===== src/design/clb_fifo.sv =====
`timescale 1ns / 1ps
`default_nettype none

module clb_fifo #(
    parameter int WIDTH = 8,
    parameter int DEPTH = 2
) (
    input  wire logic             i_clk,
    input  wire logic             i_rst_n,
    input  wire logic             i_push,
    input  wire logic [WIDTH-1:0] i_data,
    output logic                  o_full,
    input  wire logic             i_pop,
    output logic [WIDTH-1:0]      o_data,
    output logic                  o_empty
);

    localparam int PW = (DEPTH > 1) ? $clog2(DEPTH) : 1;
    localparam int CW = $clog2(DEPTH + 1);

    logic [WIDTH-1:0] r_mem [DEPTH];
    logic [PW-1:0]    r_wr_ptr, n_wr_ptr;
    logic [PW-1:0]    r_rd_ptr, n_rd_ptr;
    logic [CW-1:0]    r_count, n_count;
    logic             do_push, do_pop;

    assign o_full  = (r_count == CW'(DEPTH));
    assign o_empty = (r_count == '0);
    assign o_data  = r_mem[r_rd_ptr];
    assign do_push = i_push && !o_full;
    assign do_pop  = i_pop && !o_empty;

    // Pointer and occupancy update
    always_comb begin
        n_wr_ptr = r_wr_ptr;
        n_rd_ptr = r_rd_ptr;
        n_count  = r_count;
        if (do_push) begin
            n_wr_ptr = (r_wr_ptr == PW'(DEPTH - 1)) ? '0 : r_wr_ptr + PW'(1);
        end
        if (do_pop) begin
            n_rd_ptr = (r_rd_ptr == PW'(DEPTH - 1)) ? '0 : r_rd_ptr + PW'(1);
        end
        if (do_push && !do_pop) begin
            n_count = r_count + CW'(1);
        end else if (do_pop && !do_push) begin
            n_count = r_count - CW'(1);
        end
    end

    always_ff @(posedge i_clk) begin
        if (!i_rst_n) begin
            r_wr_ptr <= '0;
            r_rd_ptr <= '0;
            r_count  <= '0;
        end else begin
            r_wr_ptr <= n_wr_ptr;
            r_rd_ptr <= n_rd_ptr;
            r_count  <= n_count;
        end
    end

    // Storage, no reset needed
    always_ff @(posedge i_clk) begin
        if (do_push) begin
            r_mem[r_wr_ptr] <= i_data;
        end
    end

endmodule

`default_nettype wire


===== config.mk =====
export PLATFORM = sky130hd
export DESIGN_NAME = clb_fifo
export DESIGN_NICKNAME = d
export VERILOG_FILES = /design/src/design/clb_fifo.sv
export SDC_FILE = /design/constraint.sdc
export NUM_CORES = 1
export LEC_CHECK = 0
export ABC_AREA = 0
export BUFFER_PORTS_ARGS = -buffer_cell sky130_fd_sc_hd__buf_2
export CAP_MARGIN = 5
export CORE_MARGIN = 10
export CORE_UTILIZATION = 44
export DETAILED_ROUTE_END_ITERATION = 8
export GPL_TIMING_DRIVEN = 0
export HOLD_SLACK_MARGIN = 0.05
export PLACE_DENSITY_LB_ADDON = 0.25
export SLEW_MARGIN = 20
export SYNTH_ARGS = -nofsm -noshare
export SYNTH_HDL_FRONTEND = slang
export SYNTH_SLANG_ARGS = --single-unit

===== constraint.sdc =====
create_clock -name i_clk -period 1.7 [get_ports i_clk]
set_clock_uncertainty 0.1 [all_clocks]
set_input_delay 0.34 -clock i_clk [delete_from_list [all_inputs] [get_ports i_clk]]
set_output_delay 0.34 -clock i_clk [all_outputs]
set_load 0.005 [all_outputs]

==> key figures <==
Clocking
  – Clock Path Buffers: 2
  – Hold buffer count at CTS: 0
  – TritonCTS clock tree: done
  – Total CTS buffers: 3
  – Clock sinks: 21
  – Clk_lat worst skew: ~0.28 ns
  – Worst-path clk slew: about 0.11 ns
  – Htree depth: 1
  – CTS root buf: clkbuf_4

Route
  – Post-DRT Antenna Nets: 0
  – Vias: slightly below 500
  – Average routed wire per standard cell: 13.7 um
  – Drt initial violations: 5
  – Vias/cell: between 4 and 5
  – First-pass DRT Iterations: 4
  – Post-route DRC violation count: 0
  – Final wirelength: 1380 um

Yosys
  – Async set or reset register ratio after synthesis: 0
  – Register bit total from synthesis: 21
  – Register area share after synthesis: 0.717
  – Post-Syn Area: between 800 and 900 um^2
  – Post-synth EDFFs: 16
  – Top_reg_cell synth: edfxtp_1
  – Syn Inst Count: 50
  – Syn Nets: 63
  – Syn Area/Cell: around 16 um^2
  – Netlist cell types: 20
  – YS warnings: 0

STA
  – Fmax achieved: slightly above 600 MHz
  – Setup violators final: 0
  – Rel. slew slack: 0.688
  – Slew Limit Fails: 0
  – RSZ-0062 raised after global routing: yes
  – Minimum clock period: about 1.6 ns
  – Setup TNS Final: 0 ns
  – Final Hold Vio Count: 0
  – Tightest Pin Transition: 0.466 ns
  – Crit share post-route: 0.970
  – PnR worst setup slack: between 0.05 and 0.06 ns

Global routing
  – Remaining Overflow, GRT: 0
  – Vias in the first global route: a little over 500
  – Total GRT Usage: 0.0700
  – Initial antenna violation count: 0
  – First-pass GRT wire length: 2190 um
  – Largest net degree at the start of global routing: 12

Place
  – Placement Setup Slack: -0.00919 ns
  – Detailed placement HPWL: between 1000 and 1500 um
  – GPL Wtd Cong: 0.671
  – PortBufs: 21

Finish
  – Most frequent cells in the layout: buf_2, edfxtp_1, mux2_2, and2_1, clkbuf_4
  – Nets: 90
  – Area of the multi-input gates: 234 um^2
  – FF/Latch Area: 587 um^2
  – Diode count: 0
  – Syn-to-layout area delta: 24.7%
  – Fin util: 0.585
  – Fillers: around 150
  – Layout cell share with drive strength beyond 1: 0.526
  – Most common cell after layout, fill and taps aside: buf_2

Setup path
  – Launch point of the worst reg-to-reg path: r_count[0]
  – Slowest cell on crit path: dfxtp_2
  – CP Data Arrival Time: 1.21 ns
  – Worst Path Required: 1.26 ns
  – Critical Path Stages: 3
  – Worst Setup End Kind: output port
  – Crit path kind: register to output port
  – Delay-heaviest family, CP: flip-flops
  – Worst reg2reg setup slack: 0.11 ns
  – Max FO, Critical Path: 8
  – CP Cell Sequence: buf_6 > mux2_2 > buf_2
  – Worst Reg2Reg Path Length in Cells: 6
  – Crit path largest cell delay: 0.34 ns
  – CP endpoint: o_data[6]
  – RR Endpoint: r_count[1]
  – Critical Path Start Type: register
  – Buffers & Inverters on Critical Path: 2

Run
  – Max Cap Violations: 0

Power
  – Pwr Total: about 1.4 mW
  – Power density over the cells: 1400 nW/um^2
  – Worst vdd ir: around 0.84 mV
  – Pleak: around 0.4 nW

Die
  – Num ports: 22
  – Die W: 62.9 um
  – Area of the die: about 4000 um^2
  – Die H: around 63 um
  – # rows: 15
  – Core ar.: about 1700 um^2
  – Initial Utilization: 0.469

Min path
  – Hold Path Class: input pin to register

Run status
  – Status: finished, final reports clean
-- final cells by class --
cell class | instances | area share
inverter | 2 | 0.00743
timing repair buffer | 22 | 0.112
clock buffer | 4 | 0.0260
tap | 25 | 0.0310
buffer | 1 | 0.0112
sequential | 21 | 0.581
multi-input combinational | 26 | 0.232
-- per-layer routing --
metal  vias up  track usage  routed length [um]
met1       224       0.0713                 515
met3         2       0.0323                 113
li1        238            -                   -
met5         -            0                   0
met4         0       0.0251                  11
met2        17        0.122                 740
-- repair_timing --
action,in CTS,in global routing
endpoints found under the setup margin,17,9
gates cloned,0,0
pin swaps,0,0
setup buffers,0,1
resized for setup,3,6
-- through the flow --
step / instance area, um^2 / hold slack (ns) / cells
floorplan: 810 / 0.339 / 50
finish: 1010 / 0.137 / 101
global placement: 946 / 0.404 / 96
global route: 1010 / 0.112 / 101
detailed placement: 946 / 0.431 / 96
CTS: 982 / 0.131 / 100
-- Yosys cell counts, types with 2 or more instances --
library cell	count	share of area
nor2_1	2	0.0093
mux2_2	8	0.11
edfxtp_1	16	0.59
and2_1	3	0.023
dfxtp_1	5	0.12
xnor2_1	2	0.022
-- registers in the layout, summed over array words and instances (netlist names), named ones only --
name,cells
r_mem,16
r_count,2
r_rd_ptr,1
r_wr_ptr,1
-- kinds of logic after synthesis --
kind of cell	Yosys count	synth area share
muxes	8	0.111
AOI/OAI and AO/OA	5	0.0402
adders and majority gates	1	0.0155
and+or+nand+nor	9	0.0680
buffers and inverters	3	0.0154
DFF	21	0.717
xor gates and xnor gates	3	0.0325
-- worst min path at each step --
stage	startpoint	to	slack, ns	cells past startpoint
after CTS	i_data[1]	r_mem[0][1]	0.13	1
after detailed placement	i_data[6]	r_mem[0][6]	0.43	1
after global routing	i_data[1]	r_mem[1][1]	0.11	1
after floorplan	i_data[0]	r_mem[0][0]	0.34	0
final	i_data[4]	r_mem[0][4]	0.14	1
after global placement	r_count[1]	r_count[1]	0.40	2
-- power by group --
part | switching, mW | internal [mW]
Clock | 0.132 | 0.0909
Combinational | 0.207 | 0.268
Sequential | 0.0551 | 0.665
Total | 0.394 | 1.02
No activity file was read; power rests on OpenSTA's default activity.
